`src/hdl/assert_macros.svh`:
```
// Assertion macros shared by the smoother RTL.
`ifndef ASSERT_MACROS_SVH
`define ASSERT_MACROS_SVH
// The antecedent implies the consequent in the same cycle.
`define WSS_ASSERT_IMPLY(lbl, ante, cons, msg) \
  lbl: assert property (@(posedge clk_i) disable iff (!rst_ni) (ante) |-> (cons)) \
    else $error(msg);
// The condition must never hold.
`define WSS_ASSERT_NEVER(lbl, cond, msg) \
  lbl: assert property (@(posedge clk_i) disable iff (!rst_ni) !(cond)) \
    else $error(msg);
`endif

```
`src/hdl/wss_pkg.sv`:
```
// Shared types, constants and helpers of the weighted symmetric smoother.
package wss_pkg;

  localparam int KL_W      = 4;
  localparam int WT_W      = 16;
  localparam int NUM_WTS   = 8;
  localparam int CFG_W     = 64;
  localparam int CFG_IDX_W = 2;
  localparam int WSUM_W    = 21;
  localparam int JOB_OFF_W  = 4;
  localparam int JOB_SEEN_W = 5;

  localparam logic [CFG_IDX_W-1:0] CFG_KERNEL_LEN   = 2'd0;
  localparam logic [CFG_IDX_W-1:0] CFG_WEIGHTS_LOW  = 2'd1;
  localparam logic [CFG_IDX_W-1:0] CFG_WEIGHTS_HIGH = 2'd2;

  // One output to compute: the center offset in the window, how many
  // samples of the sequence the window held, and the end-of-sequence flag.
  typedef struct packed {
    logic [JOB_SEEN_W-1:0] seen;
    logic [JOB_OFF_W-1:0]  off;
    logic                  fin;
  } job_t;

  // Half-kernel weight j; weights past the eighth are zero.
  function automatic logic [WT_W-1:0] weight_sel(
    input logic [2*CFG_W-1:0] wts,
    input logic [7:0]         j
  );
    logic [WT_W-1:0] w;
    w = '0;
    if (j < 8'(NUM_WTS)) begin
      w = wts[j[2:0]*WT_W +: WT_W];
    end
    return w;
  endfunction

endpackage

```
`src/hdl/wss_ram.sv`:
```
// Generic single-write, single-read RAM with registered read data.
module wss_ram #(
  parameter int WIDTH = 16,
  parameter int DEPTH = 15
) (
  input  logic                                 clk_i,
  input  logic                                 we_i,
  input  logic [(DEPTH > 1 ? $clog2(DEPTH) : 1)-1:0] waddr_i,
  input  logic [WIDTH-1:0]                     wdata_i,
  input  logic [(DEPTH > 1 ? $clog2(DEPTH) : 1)-1:0] raddr_i,
  output logic [WIDTH-1:0]                     rdata_o
);

  logic [WIDTH-1:0] mem_q [DEPTH];

  always_ff @(posedge clk_i) begin
    if (we_i) begin
      mem_q[waddr_i] <= wdata_i;
    end
    rdata_o <= mem_q[raddr_i];
  end

endmodule

```
`src/hdl/wss_fifo.sv`:
```
// Small flip-flop queue with push/full and pop/empty sides.
module wss_fifo #(
  parameter int WIDTH = 8,
  parameter int DEPTH = 2
) (
  input  logic             clk_i,
  input  logic             rst_ni,
  input  logic             push_i,
  input  logic [WIDTH-1:0] data_i,
  output logic             full_o,
  input  logic             pop_i,
  output logic [WIDTH-1:0] data_o,
  output logic             empty_o
);

  localparam int PW = (DEPTH > 1) ? $clog2(DEPTH) : 1;

  logic [WIDTH-1:0] mem_q [DEPTH];
  logic [PW-1:0]    wr_q, wr_d, rd_q, rd_d;
  logic [PW:0]      cnt_q, cnt_d;
  logic             do_push, do_pop;

  assign full_o  = (cnt_q == (PW+1)'(DEPTH));
  assign empty_o = (cnt_q == '0);
  assign do_push = push_i && !full_o;
  assign do_pop  = pop_i && !empty_o;
  assign data_o  = mem_q[rd_q];

  always_comb begin
    wr_d  = wr_q;
    rd_d  = rd_q;
    cnt_d = cnt_q;
    if (do_push) begin
      wr_d = (wr_q == PW'(DEPTH - 1)) ? '0 : wr_q + 1'b1;
    end
    if (do_pop) begin
      rd_d = (rd_q == PW'(DEPTH - 1)) ? '0 : rd_q + 1'b1;
    end
    if (do_push && !do_pop) begin
      cnt_d = cnt_q + 1'b1;
    end else if (do_pop && !do_push) begin
      cnt_d = cnt_q - 1'b1;
    end
  end

  always_ff @(posedge clk_i or negedge rst_ni) begin
    if (!rst_ni) begin
      wr_q  <= '0;
      rd_q  <= '0;
      cnt_q <= '0;
    end else begin
      wr_q  <= wr_d;
      rd_q  <= rd_d;
      cnt_q <= cnt_d;
    end
  end

  always_ff @(posedge clk_i) begin
    if (do_push) begin
      mem_q[wr_q] <= data_i;
    end
  end

endmodule

```
`src/hdl/wss_front.sv`:
```
// Front end: takes samples into the window and queues the outputs they release.
module wss_front #(
  parameter int MAX_TAPS    = 8,
  parameter int SAMPLE_BITS = 16
) (
  input  logic                          clk_i,
  input  logic                          rst_ni,
  input  logic                          push_i,
  output logic                          full_o,
  input  logic signed [SAMPLE_BITS-1:0] sample_i,
  input  logic                          last_i,
  input  logic                          drained_i,
  input  logic [$clog2(MAX_TAPS+1)-1:0] k_i,
  output logic                          ram_we_o,
  output logic [((2*MAX_TAPS-1) > 1 ? $clog2(2*MAX_TAPS-1) : 1)-1:0] ram_waddr_o,
  output logic [SAMPLE_BITS-1:0]        ram_wdata_o,
  output logic [((2*MAX_TAPS-1) > 1 ? $clog2(2*MAX_TAPS-1) : 1)-1:0] wp_o,
  output logic                          job_push_o,
  output wss_pkg::job_t                 job_o,
  input  logic                          job_full_i
);

  localparam int W   = 2*MAX_TAPS - 1;
  localparam int AWD = (W > 1) ? $clog2(W) : 1;
  localparam int SW  = $clog2(W + 1);
  localparam int KW  = $clog2(MAX_TAPS + 1);

  localparam logic [0:0] ST_IDLE = 1'b0;
  localparam logic [0:0] ST_GEN  = 1'b1;

  logic [0:0]     state_q, state_d;
  logic [AWD-1:0] wp_q, wp_d;
  logic [SW-1:0]  seen_q, seen_d;
  logic [KW-1:0]  cp_q, cp_d;
  logic           last_q, last_d;
  logic           accept, release_one;

  assign full_o      = !((state_q == ST_IDLE) && drained_i);
  assign accept      = push_i && !full_o;
  assign ram_we_o    = accept;
  assign ram_waddr_o = wp_q;
  assign ram_wdata_o = sample_i;
  assign wp_o        = wp_q;

  // A pending output is released while enough samples follow it, or always
  // when the sequence ends.
  assign release_one = last_q ? (cp_q != '0) : ((cp_q >= k_i) && (cp_q != '0));

  always_comb begin
    state_d    = state_q;
    wp_d       = wp_q;
    seen_d     = seen_q;
    cp_d       = cp_q;
    last_d     = last_q;
    job_push_o = 1'b0;
    job_o.seen = wss_pkg::JOB_SEEN_W'(seen_q);
    job_o.off  = wss_pkg::JOB_OFF_W'(cp_q - 1'b1);
    job_o.fin  = last_q && (cp_q == KW'(1));
    unique case (state_q)
      ST_IDLE: begin
        if (accept) begin
          wp_d   = (wp_q == AWD'(W - 1)) ? '0 : wp_q + 1'b1;
          seen_d = (seen_q == SW'(W)) ? seen_q : seen_q + 1'b1;
          cp_d   = (cp_q == KW'(MAX_TAPS)) ? cp_q : cp_q + 1'b1;
          last_d = last_i;
          state_d = ST_GEN;
        end
      end
      ST_GEN: begin
        if (release_one) begin
          if (!job_full_i) begin
            job_push_o = 1'b1;
            cp_d = cp_q - 1'b1;
          end
        end else begin
          if (last_q) begin
            seen_d = '0;
            cp_d   = '0;
          end
          state_d = ST_IDLE;
        end
      end
      default: state_d = ST_IDLE;
    endcase
  end

  always_ff @(posedge clk_i or negedge rst_ni) begin
    if (!rst_ni) begin
      state_q <= ST_IDLE;
      wp_q    <= '0;
      seen_q  <= '0;
      cp_q    <= '0;
      last_q  <= 1'b0;
    end else begin
      state_q <= state_d;
      wp_q    <= wp_d;
      seen_q  <= seen_d;
      cp_q    <= cp_d;
      last_q  <= last_d;
    end
  end

endmodule

```
`src/hdl/wss_back.sv`:
```
// Back end: one multiply-accumulate pass over the taps, then a serial divide unless the weight sum is zero.
module wss_back #(
  parameter int MAX_TAPS    = 8,
  parameter int SAMPLE_BITS = 16
) (
  input  logic                          clk_i,
  input  logic                          rst_ni,
  input  logic                          job_valid_i,
  input  wss_pkg::job_t                 job_i,
  output logic                          job_pop_o,
  input  logic [$clog2(MAX_TAPS+1)-1:0] k_i,
  input  logic [2*wss_pkg::CFG_W-1:0]   weights_i,
  input  logic [((2*MAX_TAPS-1) > 1 ? $clog2(2*MAX_TAPS-1) : 1)-1:0] wp_i,
  output logic [((2*MAX_TAPS-1) > 1 ? $clog2(2*MAX_TAPS-1) : 1)-1:0] ram_raddr_o,
  input  logic signed [SAMPLE_BITS-1:0] ram_rdata_i,
  input  logic                          out_full_i,
  output logic                          res_push_o,
  output logic [SAMPLE_BITS:0]          res_o,
  output logic                          idle_o
);

  localparam int W   = 2*MAX_TAPS - 1;
  localparam int AWD = (W > 1) ? $clog2(W) : 1;
  localparam int SW  = $clog2(W + 1);
  localparam int KW  = $clog2(MAX_TAPS + 1);
  localparam int OW  = SW + 1;
  localparam int SCW = KW + 1;
  localparam int PW  = SAMPLE_BITS + wss_pkg::WT_W + 1;
  localparam int AW  = PW + 5;
  localparam int NW  = AW + 1;
  localparam int DW  = wss_pkg::WSUM_W + 1;
  localparam int QW  = SAMPLE_BITS + 1;
  localparam int CW  = $clog2(QW + 1);
  localparam int SB  = SAMPLE_BITS;

  localparam logic [2:0] ST_IDLE  = 3'd0;
  localparam logic [2:0] ST_MAC   = 3'd1;
  localparam logic [2:0] ST_DRAIN = 3'd2;
  localparam logic [2:0] ST_PREP  = 3'd3;
  localparam logic [2:0] ST_DIV   = 3'd4;
  localparam logic [2:0] ST_SAT   = 3'd5;
  localparam logic [2:0] ST_OUT   = 3'd6;

  logic [2:0]                 state_q, state_d;
  logic [KW-1:0]              off_q;
  logic [SW-1:0]              seen_q;
  logic                       fin_q;
  logic [SCW-1:0]             s_q;
  logic [wss_pkg::WSUM_W-1:0] wsum_q;
  logic signed [AW-1:0]       acc_q;
  logic                       p1_v_q, p1_c_q, p2_v_q;
  logic [wss_pkg::WT_W-1:0]   p1_w_q;
  logic signed [PW-1:0]       prod_q;
  logic signed [SB-1:0]       raw_q;
  logic                       neg_q;
  logic [DW-1:0]              r_q;
  logic [QW-1:0]              nq_q;
  logic [CW-1:0]              cnt_q;
  logic [SB:0]                res_q;

  // Tap address generation.
  logic [KW-1:0]            j;
  logic                     side;
  logic [OW-1:0]            o_old, o, age, t;
  logic                     tap_ok;
  logic [wss_pkg::WT_W-1:0] w;
  logic                     mac_last;

  assign j        = s_q[SCW-1:1];
  assign side     = s_q[0];
  assign o_old    = OW'(off_q) + OW'(j);
  assign tap_ok   = side ? ((j != '0) && (o_old < OW'(seen_q)) && (o_old < OW'(W)))
                         : (j <= off_q);
  assign o        = !tap_ok ? OW'(off_q) : (side ? o_old : OW'(off_q) - OW'(j));
  assign age      = OW'(W - 1) - o;
  assign t        = OW'(wp_i) + age;
  assign ram_raddr_o = (t >= OW'(W)) ? AWD'(t - OW'(W)) : AWD'(t);
  assign w        = tap_ok ? wss_pkg::weight_sel(weights_i, 8'(j)) : '0;
  assign mac_last = (s_q == SCW'({k_i, 1'b0} - 1'b1));

  // Divider step and divide setup.
  logic [AW-1:0] mag;
  logic [NW-1:0] num;
  logic [DW-1:0] den;
  logic [DW:0]   rr;
  logic          qbit;

  assign mag  = acc_q[AW-1] ? AW'(-acc_q) : AW'(acc_q);
  assign num  = {mag, 1'b0} + NW'(wsum_q);
  assign den  = {wsum_q, 1'b0};
  assign rr   = {r_q, nq_q[QW-1]};
  assign qbit = (rr >= (DW+1)'(den));

  // Rounded magnitude to the signed sample range.
  logic [SB-1:0] sat;
  always_comb begin
    if (!neg_q) begin
      sat = (nq_q > QW'((1 << (SB - 1)) - 1)) ? SB'((1 << (SB - 1)) - 1) : SB'(nq_q);
    end else begin
      sat = (nq_q >= QW'(1 << (SB - 1))) ? SB'(1 << (SB - 1)) : SB'(-nq_q);
    end
  end

  assign idle_o     = (state_q == ST_IDLE);
  assign job_pop_o  = (state_q == ST_IDLE) && job_valid_i;
  assign res_push_o = (state_q == ST_OUT) && !out_full_i;
  assign res_o      = res_q;

  always_comb begin
    state_d = state_q;
    unique case (state_q)
      ST_IDLE:  if (job_valid_i) state_d = ST_MAC;
      ST_MAC:   if (mac_last) state_d = ST_DRAIN;
      ST_DRAIN: if (!p1_v_q && !p2_v_q) state_d = ST_PREP;
      ST_PREP:  state_d = (wsum_q == '0) ? ST_OUT : ST_DIV;
      ST_DIV:   if (cnt_q == CW'(QW - 1)) state_d = ST_SAT;
      ST_SAT:   state_d = ST_OUT;
      ST_OUT:   if (!out_full_i) state_d = ST_IDLE;
      default:  state_d = ST_IDLE;
    endcase
  end

  always_ff @(posedge clk_i or negedge rst_ni) begin
    if (!rst_ni) begin
      state_q <= ST_IDLE;
      p1_v_q  <= 1'b0;
      p2_v_q  <= 1'b0;
    end else begin
      state_q <= state_d;
      p1_v_q  <= (state_q == ST_MAC);
      p2_v_q  <= p1_v_q;
    end
  end

  always_ff @(posedge clk_i) begin
    p1_w_q <= w;
    p1_c_q <= !side && (j == '0);
    prod_q <= PW'($signed({1'b0, p1_w_q})) * PW'(ram_rdata_i);
    if (p1_v_q && p1_c_q) begin
      raw_q <= ram_rdata_i;
    end
    if (p2_v_q) begin
      acc_q <= acc_q + AW'(prod_q);
    end
    unique case (state_q)
      ST_IDLE: begin
        off_q  <= KW'(job_i.off);
        seen_q <= SW'(job_i.seen);
        fin_q  <= job_i.fin;
        s_q    <= '0;
        wsum_q <= '0;
        acc_q  <= '0;
      end
      ST_MAC: begin
        s_q    <= s_q + 1'b1;
        wsum_q <= wsum_q + wss_pkg::WSUM_W'(w);
      end
      ST_PREP: begin
        neg_q <= acc_q[AW-1];
        r_q   <= DW'(num >> QW);
        nq_q  <= num[QW-1:0];
        cnt_q <= '0;
        res_q <= {fin_q, raw_q};
      end
      ST_DIV: begin
        r_q   <= qbit ? DW'(rr - (DW+1)'(den)) : DW'(rr);
        nq_q  <= {nq_q[QW-2:0], qbit};
        cnt_q <= cnt_q + 1'b1;
      end
      ST_SAT: res_q <= {fin_q, sat};
      default: ;
    endcase
  end

endmodule

```
`src/hdl/weighted_symmetric_smoother.sv`:
```
// Top level of the weighted symmetric smoother.
// Usage:
// Samples enter through a queue-like port: a beat moves on push while full is low.
// Results leave the same way: smoothed_o/final_res_o are valid while empty is low,
// and a beat moves on pop. Configuration is written with cfg_we_i, cfg_idx_i and
// cfg_data_i while the block is idle (kernel length, weights 0..3, weights 4..7).
// A result for a sample appears once K-1 newer samples have arrived, K being the
// kernel length; a sample with last set flushes every pending result, and the
// final one carries final_res_o.
// Each result takes 2*K tap reads through the single multiply-accumulate unit,
// a drain of the product pipeline, and a restoring divider that retires one
// quotient bit per cycle; the divider is skipped when the weight sum is zero.
// A sample is taken only once all results released before it have been computed.
// Reset clears the sequence state and sets K = 1, weight 0 = 1, other weights 0.
// A stalled receiver fills the two-entry result queue, which halts the divider
// back end and can fill the job queue; full stays high until both are drained.
module weighted_symmetric_smoother #(
  parameter int MAX_TAPS    = 8,
  parameter int SAMPLE_BITS = 16
) (
  input  logic                             clk_i,
  input  logic                             rst_ni,
  input  logic                             push,
  output logic                             full,
  input  logic signed [SAMPLE_BITS-1:0]    sample_i,
  input  logic                             last_i,
  output logic                             empty,
  input  logic                             pop,
  output logic signed [SAMPLE_BITS-1:0]    smoothed_o,
  output logic                             final_res_o,
  input  logic                             cfg_we_i,
  input  logic [wss_pkg::CFG_IDX_W-1:0]    cfg_idx_i,
  input  logic [wss_pkg::CFG_W-1:0]        cfg_data_i
);

`include "assert_macros.svh"

  localparam int W   = 2*MAX_TAPS - 1;
  localparam int AWD = (W > 1) ? $clog2(W) : 1;
  localparam int KW  = $clog2(MAX_TAPS + 1);
  localparam int JW  = $bits(wss_pkg::job_t);

  logic [wss_pkg::KL_W-1:0]  kernel_len_q;
  logic [wss_pkg::CFG_W-1:0] weights_low_q, weights_high_q;
  logic [KW-1:0]             k;

  always_ff @(posedge clk_i or negedge rst_ni) begin
    if (!rst_ni) begin
      kernel_len_q   <= wss_pkg::KL_W'(1);
      weights_low_q  <= wss_pkg::CFG_W'(1);
      weights_high_q <= '0;
    end else if (cfg_we_i) begin
      case (cfg_idx_i)
        wss_pkg::CFG_KERNEL_LEN:   kernel_len_q   <= cfg_data_i[wss_pkg::KL_W-1:0];
        wss_pkg::CFG_WEIGHTS_LOW:  weights_low_q  <= cfg_data_i;
        wss_pkg::CFG_WEIGHTS_HIGH: weights_high_q <= cfg_data_i;
        default: ;
      endcase
    end
  end

  // Zero acts as one, and lengths above the window's reach are clipped.
  always_comb begin
    if (kernel_len_q == '0) begin
      k = KW'(1);
    end else if (32'(kernel_len_q) > MAX_TAPS) begin
      k = KW'(MAX_TAPS);
    end else begin
      k = KW'(kernel_len_q);
    end
  end

  logic                   ram_we;
  logic [AWD-1:0]         ram_waddr, ram_raddr, wp;
  logic [SAMPLE_BITS-1:0] ram_wdata;
  logic signed [SAMPLE_BITS-1:0] ram_rdata;
  logic                   job_push, job_full, job_pop, job_empty;
  wss_pkg::job_t          job_in, job_out;
  logic [JW-1:0]          job_raw;
  logic                   back_idle, res_push, out_full;
  logic [SAMPLE_BITS:0]   res, out_data;

  wss_front #(.MAX_TAPS(MAX_TAPS), .SAMPLE_BITS(SAMPLE_BITS)) u_front (
    .clk_i       (clk_i),
    .rst_ni      (rst_ni),
    .push_i      (push),
    .full_o      (full),
    .sample_i    (sample_i),
    .last_i      (last_i),
    .drained_i   (job_empty && back_idle),
    .k_i         (k),
    .ram_we_o    (ram_we),
    .ram_waddr_o (ram_waddr),
    .ram_wdata_o (ram_wdata),
    .wp_o        (wp),
    .job_push_o  (job_push),
    .job_o       (job_in),
    .job_full_i  (job_full)
  );

  wss_ram #(.WIDTH(SAMPLE_BITS), .DEPTH(W)) u_window (
    .clk_i   (clk_i),
    .we_i    (ram_we),
    .waddr_i (ram_waddr),
    .wdata_i (ram_wdata),
    .raddr_i (ram_raddr),
    .rdata_o (ram_rdata)
  );

  wss_fifo #(.WIDTH(JW), .DEPTH(4)) u_jobq (
    .clk_i   (clk_i),
    .rst_ni  (rst_ni),
    .push_i  (job_push),
    .data_i  (job_in),
    .full_o  (job_full),
    .pop_i   (job_pop),
    .data_o  (job_raw),
    .empty_o (job_empty)
  );

  assign job_out = wss_pkg::job_t'(job_raw);

  wss_back #(.MAX_TAPS(MAX_TAPS), .SAMPLE_BITS(SAMPLE_BITS)) u_back (
    .clk_i       (clk_i),
    .rst_ni      (rst_ni),
    .job_valid_i (!job_empty),
    .job_i       (job_out),
    .job_pop_o   (job_pop),
    .k_i         (k),
    .weights_i   ({weights_high_q, weights_low_q}),
    .wp_i        (wp),
    .ram_raddr_o (ram_raddr),
    .ram_rdata_i (ram_rdata),
    .out_full_i  (out_full),
    .res_push_o  (res_push),
    .res_o       (res),
    .idle_o      (back_idle)
  );

  wss_fifo #(.WIDTH(SAMPLE_BITS + 1), .DEPTH(2)) u_outq (
    .clk_i   (clk_i),
    .rst_ni  (rst_ni),
    .push_i  (res_push),
    .data_i  (res),
    .full_o  (out_full),
    .pop_i   (pop),
    .data_o  (out_data),
    .empty_o (empty)
  );

  assign smoothed_o  = out_data[SAMPLE_BITS-1:0];
  assign final_res_o = out_data[SAMPLE_BITS];

  `WSS_ASSERT_IMPLY(a_accept_drained, push && !full, job_empty && back_idle, "busy accept")
  `WSS_ASSERT_NEVER(a_job_overflow, job_push && job_full, "job pushed into full queue")
  `WSS_ASSERT_IMPLY(a_job_pop_valid, job_pop, !job_empty && back_idle, "pop of no job")

endmodule
```
`config.mk`:
```
export PLATFORM = sky130hd
export DESIGN_NAME = weighted_symmetric_smoother
export DESIGN_NICKNAME = d
export VERILOG_FILES = /design/src/hdl/wss_pkg.sv /design/src/hdl/wss_ram.sv /design/src/hdl/wss_fifo.sv /design/src/hdl/wss_front.sv /design/src/hdl/wss_back.sv /design/src/hdl/weighted_symmetric_smoother.sv
export VERILOG_INCLUDE_DIRS = /design/src /design/src/hdl
export SDC_FILE = /design/constraint.sdc
export NUM_CORES = 2
export LEC_CHECK = 0
export ABC_AREA = 1
export BUFFER_PORTS_ARGS = -buffer_cell sky130_fd_sc_hd__clkbuf_2
export CORE_AREA = 2 2 350 352
export CTS_BUF_LIST = sky130_fd_sc_hd__clkbuf_8
export DETAILED_ROUTE_END_ITERATION = 8
export DIE_AREA = 0 0 352 354
export PLACE_DENSITY = 0.62
export SLEW_MARGIN = 20
export SYNTH_ARGS = -nofsm -noshare
export SYNTH_HDL_FRONTEND = slang
export SYNTH_SLANG_ARGS = --single-unit
```
`constraint.sdc`:
```
create_clock -name clk_i -period 6.8 [get_ports clk_i]
set_input_delay 1.36 -clock clk_i [delete_from_list [all_inputs] [get_ports clk_i]]
set_output_delay 1.36 -clock clk_i [all_outputs]
set_load 0.1 [all_outputs]
```
==> results.sh <==
export IMPL_cts_max_path_buffers=3
export IMPL_cp_arrival_ps=7170
export IMPL_syn_inst=5218
export IMPL_drt_total_wl_mm=123
export IMPL_synthMuxAreaShare=0.000703
export IMPL_fp_dieW_um=352
export IMPL_synth_compound_area_frac=0.102
export IMPL_synth_edf_count=423
export IMPL_hold_buffers=0
export IMPL_cp_required_ps=7540
export IMPL_cts_made_buffers=118
export IMPL_htree_levels=3
export IMPL_nets=5864
export IMPL_path_buf_inv=5
export IMPL_initial_utilization=0.368
export IMPL_final_cell_mix="inv_1 (1031), nand2_1 (1028), edfxtp_1 (423)"
export IMPL_track_usage=0.196
export IMPL_drc=0
export IMPL_dp_hpwl_mm=88.6
export IMPL_area_growth_pct=11.1
export IMPL_async_flop_share=0.235
export IMPL_cts_root_buf="clkbuf_8"
export IMPL_critPathKind="reg2reg"
export IMPL_period_needed_ps=6430
export IMPL_grt_overflow=0
export IMPL_wl_per_cell_um=17.5
export IMPL_design_area_mm2=0.0494
export IMPL_cts_sinks=689
export IMPL_worstMarginPinSlew_ps=998
export IMPL_crit_family="adder cells"
export IMPL_num_vias=34898
export IMPL_clk_latency_ps=850
export IMPL_crit_path_end_kind="flip-flop"
export IMPL_cap_violations=0
export IMPL_cts_tree="yes"
export IMPL_ys_seq_area_frac=0.424
export IMPL_cp_cell_sequence="nand2_1 > fa_1 > inv_1 > fa_1 > inv_1 > fa_1 > inv_1 > fa_1 > fa_1 > inv_1 > fa_1 > inv_1 > ha_1 > nand2_1 > nor4_1 > nand3_1 > nand3_1 > a31o_2 > nand2_1 > nand2_1 > nand3_1 > nand2_1 > xor2_1"
export IMPL_clock_skew_ps=71.4
export IMPL_max_slew_margin=0.332
export IMPL_ys_flop_type="edfxtp_1"
export IMPL_fin_crit_sh=0.945
export IMPL_grt_pass1_vias=34053
export IMPL_synthAdderAreaFrac=0.164
export IMPL_grt_max_degree=129
export IMPL_syn_avg_cell_area_um2=8.52
export IMPL_crit_slowest_cell="dfxtp_1"
export IMPL_syn_area_mm2=0.0445
export IMPL_synthSimpleGateAreaFrac=0.180
export IMPL_hp_class="reg2reg"
export IMPL_synth_xor_area_share=0.0282
export IMPL_hold_depth=0
export IMPL_place_congestion=0.929
export IMPL_synth_distinct_cells=63
export IMPL_synth_top_family_by_area="simple AND/OR/NAND/NOR gates"
export IMPL_rsz0062_at_grt="false"
export IMPL_cts_clk_slew_worst_paths_ps=70
export IMPL_drtPass1Iterations=5
export IMPL_cts_resized=0
export IMPL_io_buffers=106
export IMPL_finalHoldViolCount=0
export IMPL_layout_commonest_cell="inv_1"
export IMPL_die_y_um=354
export IMPL_synth_warnings=0
export IMPL_worstSetupStartpointType="flip-flop"
export IMPL_ys_ff_latch=689
export IMPL_fp_coreArea_mm2=0.121
export IMPL_crit_top_cell="fa_1"
export IMPL_drive_gt1_frac=0.0761
export IMPL_fmax_mhz=156
export IMPL_slew_violations=0
export IMPL_status="completed"
export IMPL_reg2reg_depth=23
export IMPL_setup_viol=0
export IMPL_antenna_found_initial=8
export IMPL_row_count=128
export IMPL_io_pins=107
export IMPL_dieArea_mm2=0.125
export IMPL_max_stage_delay_ps=790
export IMPL_post_cts_buffers=0
export IMPL_tns_ps=0
export IMPL_grt_first_pass_wirelength_mm=194
export IMPL_place_area_mm2=0.0469
export IMPL_drtIter0Drc=2799
export IMPL_vias_per_cell=4.96
export IMPL_final_antenna_net_count=0
export IMPL_critPathMaxFanout=17
export IMPL_syn_nets=5766
export IMPL_cp_num_cells=23
==> cells in the mapped netlist, types with 32 or more instances <==
cell      instances  area (um2)
a21oi_1         255        1280
buf_2            32         160
clkbuf_1        160         601
dfrtp_1         160        4000
dfxtp_1         104        2080
edfxtp_1        423       12700
fa_1            202        4040
ha_1            258        3230
inv_1           993        3730
nand2_1        1031        3870
nand3_1         386        1930
nand3b_1         35         263
nor2_1          332        1250
o21ai_0         420        2100
o22ai_1          46         288
xnor2_1          40         350
xor2_1          103         902
==> worst paths after layout <==
path | startpoint | to | slack (ps)
min in group asynchronous | rst_ni | u_front.state_q | 610
worst max register to register | u_window.rdata_o[5] | u_back.prod_q[31] | 370
max in group asynchronous | rst_ni | weights_low_q[44] | 4600
worst min-delay path | u_back.p1_v_q | u_back.p2_v_q | 440
worst max-delay path | u_window.rdata_o[5] | u_back.prod_q[31] | 370
worst min register to register | u_back.p1_v_q | u_back.p2_v_q | 440
==> cell type report <==
class | instances | area (um2)
antenna | 3 | 7.51
clock buffer | 129 | 1780
clock inverter | 89 | 718
fill | 12115 | 71500
inverter | 999 | 3750
multi-input combinational | 3328 | 21200
sequential | 689 | 18800
tap | 1625 | 2030
timing repair buffer | 180 | 1140
==> per-stage QoR <==
| step | hold WS [ps] | utilization | instances | setup slack, ps |
|---|---|---|---|---|
| final | 440 | 0.409 | 7042 | 373 |
| after global routing | 454 | 0.409 | 7042 | 60.5 |
| after CTS | 426 | 0.409 | 7039 | 383 |
| after detailed placement | 405 | 0.388 | 6821 | 433 |
| after global placement | 402 | 0.388 | 6821 | 483 |
| after floorplan | 375 | - | 5218 | 1040 |
==> metal layers <==
layer  up-vias  GRT usage  share of wire
met5         -          0        0.00018
li1      17041          -              -
met1     16688      0.266           0.44
met4         4     0.0602          0.029
met3       200     0.0301          0.057
met2       965      0.324           0.47
==> state kept, by name, summed over array words and instances, names as in the netlist, 5 cells and up <==
name / flops
u_jobq.mem_q: 36
u_back.acc_q: 38
weights_low_q: 64
u_back.res_o: 17
u_back.r_q: 22
u_back.p1_w_q: 16
u_outq.mem_q: 34
u_back.prod_q: 33
u_window.rdata_o: 16
u_back.wsum_q: 21
u_back.cnt_q: 5
u_back.raw_q: 16
u_back.nq_q: 17
u_window.mem_q: 240
weights_high_q: 64
u_back.s_q: 5
==> cells by family after synthesis <==
logic type                 count (synthesis)
and+or+nand+nor                         1891
buffers and inverters                   1201
AOI/OAI and AO/OA                        831
DFF                                      689
adders and majority gates                460
xor gates and xnor gates                 143
muxes                                      3
Power is not shown: default switching activity piles up to over one toggle a cycle in this logic, so the estimate is an artifact.
